<file path="src/rtl/lcm_pkg.sv">
package lcm_pkg;

    localparam int unsigned FIELD_WIDTH       = 32;
    localparam int unsigned OPERAND_WIDTH_DEF = 32;

    typedef enum logic [2:0] {
        ST_IDLE,
        ST_TZ,
        ST_ODDX,
        ST_GCD,
        ST_DIV,
        ST_MUL,
        ST_DONE
    } lcm_state_t;

    typedef enum logic {
        ALU_ADD,
        ALU_SUB
    } alu_op_t;

endpackage

</file>
<file path="src/rtl/lcm_alu.sv">
module lcm_alu #(
    parameter int unsigned WIDTH = lcm_pkg::OPERAND_WIDTH_DEF + 1
) (
    input  lcm_pkg::alu_op_t   op,
    input  logic [WIDTH-1:0]   op_a,
    input  logic [WIDTH-1:0]   op_b,
    output logic [WIDTH:0]     result
);
    import lcm_pkg::*;

    // Top bit is the carry on add and the sign (a < b) on subtract.
    always_comb begin
        unique case (op)
            ALU_ADD: result = {1'b0, op_a} + {1'b0, op_b};
            ALU_SUB: result = {1'b0, op_a} - {1'b0, op_b};
        endcase
    end

endmodule

</file>
<file path="src/rtl/lcm_unit_core.sv">
// Channel | Ports                                   | Handshake
// input   | s_first_operand, s_second_operand       | s_valid / s_ready
// result  | m_multiple, m_overflowed                | m_valid / m_ready
//
// A nonzero pair first runs through GCD steps (W = OPERAND_WIDTH): shared and extra
// factors of two, shifts, swaps and subtracts. W restoring-divide and W shift-and-add
// steps follow, all through one shared adder/subtractor. A zero operand goes from
// idle straight to the done state, which then raises m_valid.
// aresetn is synchronous, active low; it clears the sequencer and m_valid.
// s_ready is high only while idle; a result waiting in the output register stalls.
module lcm_unit_core #(
    parameter int unsigned OPERAND_WIDTH = lcm_pkg::OPERAND_WIDTH_DEF
) (
    input  logic                            aclk,
    input  logic                            aresetn,
    input  logic                            s_valid,
    output logic                            s_ready,
    input  logic [lcm_pkg::FIELD_WIDTH-1:0] s_first_operand,
    input  logic [lcm_pkg::FIELD_WIDTH-1:0] s_second_operand,
    output logic                            m_valid,
    input  logic                            m_ready,
    output logic [lcm_pkg::FIELD_WIDTH-1:0] m_multiple,
    output logic                            m_overflowed
);
    import lcm_pkg::*;

    localparam int unsigned W     = OPERAND_WIDTH;
    localparam int unsigned IN_W  = (W < FIELD_WIDTH) ? W : FIELD_WIDTH;
    localparam int unsigned CNT_W = $clog2(W);
    localparam logic [CNT_W-1:0] CNT_LAST = CNT_W'(W - 1);

    lcm_state_t       state_reg, state_next;
    logic [W-1:0]     x_reg, x_next;      // odd part of gcd
    logic [W-1:0]     y_reg, y_next;
    logic [W-1:0]     n_reg, n_next;      // dividend, then quotient, then low product
    logic [W-1:0]     b_reg, b_next;
    logic [W-1:0]     r_reg, r_next;      // remainder, then high product
    logic [CNT_W-1:0] cnt_reg, cnt_next;
    logic             zero_reg, zero_next;
    logic                   m_valid_reg, m_valid_next;
    logic [FIELD_WIDTH-1:0] m_multiple_reg, m_multiple_next;
    logic                   m_overflowed_reg, m_overflowed_next;

    logic [W-1:0]   a_in, b_in;
    alu_op_t        alu_op;
    logic [W:0]     alu_a, alu_b;
    logic [W+1:0]   alu_res;
    logic           alu_neg;
    logic           out_free;

    lcm_alu #(
        .WIDTH (W + 1)
    ) u_alu (
        .op     (alu_op),
        .op_a   (alu_a),
        .op_b   (alu_b),
        .result (alu_res)
    );

    assign a_in     = W'(s_first_operand[IN_W-1:0]);
    assign b_in     = W'(s_second_operand[IN_W-1:0]);
    assign alu_neg  = alu_res[W+1];
    assign out_free = !m_valid_reg || m_ready;

    assign s_ready      = (state_reg == ST_IDLE);
    assign m_valid      = m_valid_reg;
    assign m_multiple   = m_multiple_reg;
    assign m_overflowed = m_overflowed_reg;

    always_ff @(posedge aclk) begin
        if (!aresetn) begin
            state_reg   <= ST_IDLE;
            m_valid_reg <= 1'b0;
        end else begin
            state_reg   <= state_next;
            m_valid_reg <= m_valid_next;
        end
    end

    always_ff @(posedge aclk) begin
        x_reg            <= x_next;
        y_reg            <= y_next;
        n_reg            <= n_next;
        b_reg            <= b_next;
        r_reg            <= r_next;
        cnt_reg          <= cnt_next;
        zero_reg         <= zero_next;
        m_multiple_reg   <= m_multiple_next;
        m_overflowed_reg <= m_overflowed_next;
    end

    // Shared unit operands per phase.
    always_comb begin
        alu_op = ALU_ADD;
        alu_a  = '0;
        alu_b  = '0;
        unique case (state_reg) inside
            ST_GCD: begin
                alu_op = ALU_SUB;
                alu_a  = {1'b0, y_reg};
                alu_b  = {1'b0, x_reg};
            end
            ST_DIV: begin
                alu_op = ALU_SUB;
                alu_a  = {r_reg, n_reg[W-1]};
                alu_b  = {1'b0, x_reg};
            end
            ST_MUL: begin
                alu_op = ALU_ADD;
                alu_a  = {1'b0, r_reg};
                alu_b  = n_reg[0] ? {1'b0, b_reg} : '0;
            end
            ST_IDLE, ST_TZ, ST_ODDX, ST_DONE: begin
            end
        endcase
    end

    always_comb begin
        state_next        = state_reg;
        x_next            = x_reg;
        y_next            = y_reg;
        n_next            = n_reg;
        b_next            = b_reg;
        r_next            = r_reg;
        cnt_next          = cnt_reg;
        zero_next         = zero_reg;
        m_valid_next      = m_valid_reg && !m_ready;
        m_multiple_next   = m_multiple_reg;
        m_overflowed_next = m_overflowed_reg;

        unique case (state_reg)
            ST_IDLE: begin
                if (s_valid) begin
                    x_next     = a_in;
                    y_next     = b_in;
                    n_next     = a_in;
                    b_next     = b_in;
                    zero_next  = (a_in == '0) || (b_in == '0);
                    state_next = ((a_in == '0) || (b_in == '0)) ? ST_DONE : ST_TZ;
                end
            end
            ST_TZ: begin
                // Drop common factors of two; the dividend loses them too.
                if (!x_reg[0] && !y_reg[0]) begin
                    x_next = x_reg >> 1;
                    y_next = y_reg >> 1;
                    n_next = n_reg >> 1;
                end else begin
                    state_next = ST_ODDX;
                end
            end
            ST_ODDX: begin
                if (!x_reg[0]) begin
                    x_next = x_reg >> 1;
                end else begin
                    state_next = ST_GCD;
                end
            end
            ST_GCD: begin
                if (y_reg == '0) begin
                    r_next     = '0;
                    cnt_next   = '0;
                    state_next = ST_DIV;
                end else if (!y_reg[0]) begin
                    y_next = y_reg >> 1;
                end else if (alu_neg) begin
                    // y < x: swap so the next subtract is non-negative
                    x_next = y_reg;
                    y_next = x_reg;
                end else begin
                    y_next = alu_res[W-1:0];
                end
            end
            ST_DIV: begin
                if (alu_neg) begin
                    r_next = {r_reg[W-2:0], n_reg[W-1]};
                    n_next = {n_reg[W-2:0], 1'b0};
                end else begin
                    r_next = alu_res[W-1:0];
                    n_next = {n_reg[W-2:0], 1'b1};
                end
                cnt_next = cnt_reg + 1'b1;
                if (cnt_reg == CNT_LAST) begin
                    r_next     = '0;
                    cnt_next   = '0;
                    state_next = ST_MUL;
                end
            end
            ST_MUL: begin
                r_next   = alu_res[W:1];
                n_next   = {alu_res[0], n_reg[W-1:1]};
                cnt_next = cnt_reg + 1'b1;
                if (cnt_reg == CNT_LAST) begin
                    state_next = ST_DONE;
                end
            end
            ST_DONE: begin
                // Hold until the output register is free.
                if (out_free) begin
                    m_valid_next = 1'b1;
                    if (zero_reg) begin
                        m_multiple_next   = '0;
                        m_overflowed_next = 1'b0;
                    end else if (r_reg != '0) begin
                        m_multiple_next   = '0;
                        m_overflowed_next = 1'b1;
                    end else begin
                        m_multiple_next   = FIELD_WIDTH'(n_reg[IN_W-1:0]);
                        m_overflowed_next = 1'b0;
                    end
                    state_next = ST_IDLE;
                end
            end
        endcase
    end

endmodule

</file>
<file path="config.mk">
export PLATFORM = sky130hd
export DESIGN_NAME = lcm_unit_core
export DESIGN_NICKNAME = d
export VERILOG_FILES = /design/src/rtl/lcm_pkg.sv /design/src/rtl/lcm_alu.sv /design/src/rtl/lcm_unit_core.sv
export SDC_FILE = /design/constraint.sdc
export NUM_CORES = 1
export LEC_CHECK = 0
export BUFFER_PORTS_ARGS = -buffer_cell sky130_fd_sc_hd__buf_2
export CAP_MARGIN = 5
export CORE_UTILIZATION = 30
export DETAILED_ROUTE_END_ITERATION = 7
export PLACE_DENSITY = 0.52
export RECOVER_POWER = 50
export SLEW_MARGIN = 40
export SYNTH_ARGS = -nofsm -noshare
export SYNTH_HDL_FRONTEND = slang
export SYNTH_SLANG_ARGS = --single-unit
</file>
<file path="constraint.sdc">
create_clock -name aclk -period 7.4 [get_ports aclk]
set_input_delay 0 -clock aclk [delete_from_list [all_inputs] [get_ports aclk]]
set_output_delay 0 -clock aclk [all_outputs]
set_load 0.02 [all_outputs]
</file>
# Word-level counts from Yosys, hierarchy flattened
# Index checks and enable logic that the tools add are counted.
[word_totals]
ff_bits = 203
latch_bits = 0
ramBits = 0
mem_bits_ro = 0
input_bits = 68
output_inout_bits = 35
elab_cells = 102
memories = 0
[classes]
n_addsub = 3
n_mul = 0
n_div = 0
magnitude_cmp = 0
n_eq_ne = 19
shift = 0
n_mux = 40
bitwise_logic = 1
reduce_logical = 27
[op_table]
columns = ["operator", "n"]
rows = [
  ["32-bit 2-to-1 mux", 16],
  ["32-bit case mux with 4 select lines", 2],
  ["32-bit case mux with 3 select lines", 2],
  ["33-bit case mux with 3 select lines", 1],
  ["32-bit zero test", 3],
  ["34-bit case mux with 2 select lines", 1],
  ["32-bit case mux with 2 select lines", 1],
  ["33-bit by 32-bit adder with 34-bit output", 1],
  ["33-bit by 32-bit subtractor with 34-bit output", 1],
  ["32-bit nonzero test", 1],
  ["3-bit 2-to-1 mux", 8],
  ["3-bit case mux with 7 select lines", 1],
  ["2-bit != test, second input constant", 8],
  ["5-bit case mux with 3 select lines", 1],
  ["7-bit AND reduction", 2],
  ["5-bit 2-to-1 mux", 2],
  ["3-bit equality test, second input constant", 3],
  ["2-bit by 1-bit != test with 1-bit output, second input constant", 4],
  ["4-bit nonzero test", 2],
  ["3-bit by 2-bit equality test with 1-bit output, second input constant", 2],
  ["2-bit AND reduction", 3],
  ["6-bit AND reduction", 1],
  ["3-bit nonzero test", 2],
  ["5-bit by 1-bit adder with 5-bit output, second input constant", 1],
  ["11 further kinds", 21],
]

# Longest topological paths before layout
[logic_depth]
ltp_word = 9
ltp_mapped = 26
depth_no_buf = 20

# Hierarchy
# From an unflattened synthesis, not the netlist that was laid out.
[hier_totals]
hier_cells = 1367
area_unflattened_um2 = 13007.5
[modules_own_cells]
columns = ["mod", "instances", "cells_each", "area_per_inst_um2", "seq_area_each_um2"]
rows = [
  ["lcm_unit_core", 1, 1009, 10521.3, 6055.8],
  ["lcm_alu", 1, 358, 2486.1, 0.0],
]

# Worst setup path before layout
# Ideal clock, no wire load.
[synth_path]
kind = "reg-to-reg"
startpoint = "register n_reg[0]"
endpoint = "register x_reg[10], enable pin"
setup_ns = 0.467
arrival_ns = 7.034
required_time_ns = 6.933
setup_slack_ns = -0.101
path_stages_with_launch = 23
path_buffers = 4
synth_period_minus_slack_ns = 7.501
path_cell_list = "edfxtp_1 buf_6 and4b_1 buf_6 buf_2 a221oi_2 ha_1 inv_1 nor2_1 nand3_1 o21ai_0 mux2_2 ha_1 clkbuf_1 and3_1 and3b_1 a21o_1 a311o_1 a31oi_1 a21oi_1 o21a_1 nor3_1 a21boi_0"
[synth_between]
elab_chain_len = 6
word_cells_on_any_way = 7
classes_between = "add/sub: 2; eq/ne: 1; mux: 3; reduce/logical: 1"
[synth_lines]
columns = ["item", "line_no", "text"]
rows = [
  ["start: declaration", "lcm_unit_core.sv:35", "logic [W-1:0] n_reg, n_next;"],
  ["start signal: assignment", "lcm_unit_core.sv:83", "n_reg <= n_next;"],
  ["32-bit 2-to-1 mux (*)", "lcm_unit_core.sv:111", "alu_b = n_reg[0] ? {1'b0, b_reg} : '0;"],
  ["32-bit case mux with 2 select lines (*)", "lcm_unit_core.sv:97", "unique case (state_reg) inside"],
  ["33-bit by 32-bit subtractor with 34-bit output or 33-bit by 32-bit adder with 34-bit output (tied branches)", "lcm_alu.sv:15, lcm_alu.sv:14", ""],
  ["34-bit case mux with 2 select lines (*)", "lcm_alu.sv:13", "unique case (op)"],
  ["2-bit != test (no line) (*)", "-", ""],
  ["7-bit AND reduction (no line) (*)", "-", ""],
  ["end signal: assignment", "lcm_unit_core.sv:81", "x_reg <= x_next;"],
  ["end: declaration", "lcm_unit_core.sv:33", "logic [W-1:0] x_reg, x_next;"],
]
# Every way passes the cells marked *; elsewhere a longest branch is shown, timed or not.
# A chain may end at the register's enable or synchronous reset.

# Worst setup path after layout
[layout_path]
startpoint = "register state_reg[2]"
endpoint = "register x_reg[28], enable pin"
[layout_between]
elab_chain_len = 7
word_cells_on_any_way = 22
classes_between = "add/sub: 2; eq/ne: 11; mux: 4; bitwise: 1; reduce/logical: 4"
[layout_lines]
columns = ["item", "line_no", "text"]
rows = [
  ["start: declaration", "lcm_unit_core.sv:32", "lcm_state_t state_reg, state_next;"],
  ["start signal: assignment", "lcm_unit_core.sv:75", "state_reg <= state_next;"],
  ["3-bit by 2-bit equality test with 1-bit output or 3-bit equality test (tied branches)", "-", ""],
  ["2-bit OR reduction (no line)", "-", ""],
  ["32-bit case mux with 2 select lines or 1-bit 2-to-1 mux (tied branches)", "lcm_unit_core.sv:97", ""],
  ["33-bit by 32-bit subtractor with 34-bit output, or another cell as far along", "lcm_alu.sv:15", "ALU_SUB: result = {1'b0, op_a} - {1'b0, op_b};"],
  ["34-bit case mux with 2 select lines", "lcm_alu.sv:13", ""],
  ["2-bit != test (no line)", "-", ""],
  ["7-bit AND reduction (no line) (*)", "-", ""],
]
# Marked as above.

==> key figures <==
Timing
  • Final hold violation count: 0
  • Final Skew: 0.0289 ns
  • Setup TNS Final: 0 ns
  • Worst-Margin Slew: around 2.6 ns
  • RSZ-0062 raised after global routing: no
  • Tmin final: 6.76 ns
  • Max Slew Vio Count: approximately 110
  • Period utilisation layout: 91.4%
  • Max Freq: ~150 MHz
  • Final setup fails: 0
  • Worst slew margin: -76.6%

CTS
  • Post-cts sizing count: 0
  • Clock-pin slew on the worst setup and hold paths: around 0.070 ns
  • Root Driver: clkbuf_16
  • Clk sink count: between 200 and 250
  • Skew-Pair Late Insertion Delay: 0.56 ns
  • Num CTS Buffers: 25
  • Postcts setup bufs: 0
  • Hold Buf Count CTS: 66
  • CTS tree: built
  • Max Root-Sink Buffers: 3
  • Htree depth: 1

Worst setup path
  • R2R setup slack: between 0.6 and 0.7 ns
  • CP cell instances: buf_4 > nor2b_1 > a221oi_2 > ha_1 > inv_1 > nor2_1 > and3_1 > and3b_1 > o21ai_0 > o21ai_0 > a221oi_1 > ha_1 > a21oi_1 > o21ai_0 > a21o_1 > a311o_1 > a31oi_1 > a21oi_1 > o21a_1 > nor3_1 > a21boi_4 > buf_4
  • Slowest stage delay, CP: 0.79 ns
  • Crit path top cell by count: o21ai_0
  • Endpoint class of the critical path: flop
  • RR Endpoint: x_reg[28]
  • Setup Crit Path Kind: reg2reg
  • R2R depth: 22
  • RR Startpoint: state_reg[2]
  • Worst path required time: 7.58 ns
  • Largest delay share family, worst path: compound AO/OA/AOI/OAI gates
  • Slowest cell on the critical path: nor2b_1
  • Crit start category: flop
  • CP bufs+invs: 3
  • Crit path DAT: around 7.0 ns
  • CP max FO: 31

Drt
  • DRC Markers: 0
  • Post-route ant nets: 0
  • Total vias in the final route: about 12000
  • Final wirelength: just under 50000 µm
  • Wire length per cell: 22.8 µm
  • Drt pass-1 iters: 5
  • DR iter-0 viols: between 1000 and 1500
  • Average vias per placed instance: 5.65

Min path
  • Hold Crit Class: in2reg
  • WHS Endpoint: x_reg[0]
  • Hold Startpoint: s_valid
  • WHS Path Cells: 5

Logic synthesis
  • Area leader, netlist: edfxtp_1
  • Post-synth EDFFs: 199
  • Synth Area in Adders: 3.45%
  • Xor and xnor area share after synthesis: ~2.2%
  • Ranking of synthesized cells by area: edfxtp_1 (44%), mux2i_1 (6.5%), o21ai_0 (5.4%)
  • Largest family of logic cells by synthesized area: compound AO/OA/AOI/OAI gates
  • Post-synth ARST share: 0%
  • Mean Syn Cell Area: about 9.7 µm²
  • Cell variety after synth: 70
  • Synth Area in Compound Gates: approximately 22%
  • Mapped Nets: ~1500
  • Most common cell in the netlist: edfxtp_1
  • Cell Area, Synth: approximately 14000 µm²
  • Synth Instances: 1408
  • Syn. warnings: 0
  • Sequential fraction of the synthesis area: 44.4%
  • Synth cell count leaders: edfxtp_1 (199), nand2_1 (163), o21ai_0 (148)
  • #FFs+latches synth: 203
  • Synth Area in Simple Gates: 16.3%
  • Main synth FF type: edfxtp_1
  • Area share of the leading cell type in the synthesized netlist: 43.8%
  • Fraction of synthesized area in multiplexers: around 6.9%

Floorplan
  • Core ar.: around 45000 µm²
  • Floorplan row count: just under 80
  • Die area: between 40000 and 50000 µm²
  • Initial cell density of the core: a little under a third
  • Ports: ~100
  • Die Y: ~220 µm
  • Die Wd: ~220 µm

Layout
  • Share of layout cells above drive strength 1: approximately 8.6%
  • # nets final: about 1600
  • Area Overhead vs Synth: 18.1%

Global route
  • First-pass GRT wire length: between 70000 and 80000 µm
  • Tot GR Track Use: 20.6%
  • Initial antenna violation count: 0
  • Remaining Overflow, GRT: 0
  • Vias in the first global route: 11700
  • Largest net degree at the start of global routing: between 50 and 60

Placed design
  • Final HPWL DP: 35600 µm
  • Buffers added on ports: 102
  • RD Place Congestion: 0.957

Flow run
  • Max Cap Viol: 3

Run status
  • Failing checks: max-capacitance violations, max-slew violations
  • Status: finished, violations left
layer usage:
metal	share of wire, %	vias up	track usage (%)
met2	45	505	33.0
li1	-	5660	-
met1	45	5888	29.0
met4	2.7	0	5.93
met5	0	-	0
met3	6.9	70	2.53
cells by family after synthesis:
family | after synthesis
AO/OA/AOI/OAI | 446
XOR/XNOR | 35
buffers and inverters | 153
AND/OR/NAND/NOR | 440
flip-flops | 203
adder cells (fa/ha/maj) | 37
multiplexers | 94
layout by cell type, fill, tap and decap left out, types with 8 or more instances in the layout:
cell / synthesis / final
ha_1: 36 / 36
a22oi_1: 64 / 64
a31oi_1: 15 / 15
and2_0: 0 / 18
clkbuf_16: 0 / 25
xor2_1: 12 / 12
clkbuf_1: 75 / 76
buf_4: 3 / 26
a21o_1: 22 / 22
xnor2_1: 23 / 22
and4b_1: 14 / 13
dlygate4sd3_1: 0 / 66
edfxtp_1: 199 / 199
nor2b_1: 28 / 28
buf_2: 8 / 35
o31ai_1: 11 / 11
nand2_1: 163 / 163
mux2i_1: 89 / 89
nand3_1: 22 / 22
o21ai_0: 148 / 147
nand2b_1: 8 / 8
and3_1: 8 / 8
nand4_1: 18 / 18
nor4_1: 35 / 35
and2_1: 49 / 31
a21oi_1: 44 / 43
o21a_1: 8 / 8
a222oi_1: 30 / 30
nor3_1: 15 / 14
a221oi_1: 12 / 12
nor2_1: 64 / 61
inv_1: 53 / 53
o21ai_1: 19 / 18
worst min-delay path, delay by kind of cell:
family | cells | cell delay [ns]
AO/OA/AOI/OAI | 1 | 0.15
buffers and inverters | 2 | 0.18
AND/OR/NAND/NOR | 2 | 0.19
area by class of cell:
| class | count | area [µm²] |
|---|---|---|
| inverters | 53 | 199 |
| diodes | 1 | 2.50 |
| clock buffers | 29 | 641 |
| multi-input cells | 1052 | 7010 |
| fillers | 4584 | 28400 |
| clock inverters | 16 | 139 |
| repair buffers | 200 | 1320 |
| flip-flops and latches | 203 | 6060 |
| well taps | 592 | 741 |
worst max path at each step:
stage / start / to / depth (start not counted)
floorplan: n_reg[0] / x_reg[10] / 22
global placement: state_reg[0] / x_reg[4] / 21
detailed placement: state_reg[0] / x_reg[5] / 21
CTS: state_reg[0] / x_reg[28] / 21
global route: state_reg[0] / r_reg[31] / 21
finish: state_reg[2] / x_reg[28] / 22
metrics by stage:
stage / instances / setup slack, ns / hold slack (ns) / instance area (µm²) / util, %
6_report: 2146 / 0.636 / 0.153 / 16100 / 36.2
5_1_grt: 2145 / 0.178 / 0.171 / 16100 / 36.2
4_1_cts: 2145 / 0.726 / 0.0874 / 16200 / 36.5
3_5_place_dp: 2034 / 0.760 / 0.222 / 14800 / 33.2
3_3_place_gp: 2032 / 0.888 / 0.216 / 14800 / 33.1
2_1_floorplan: 1408 / 0.708 / 0.0989 / 13600 / -
Power is left out: the tool's default activity adds up to more than one toggle a clock period on the data nets, which glitch-free logic cannot reach.
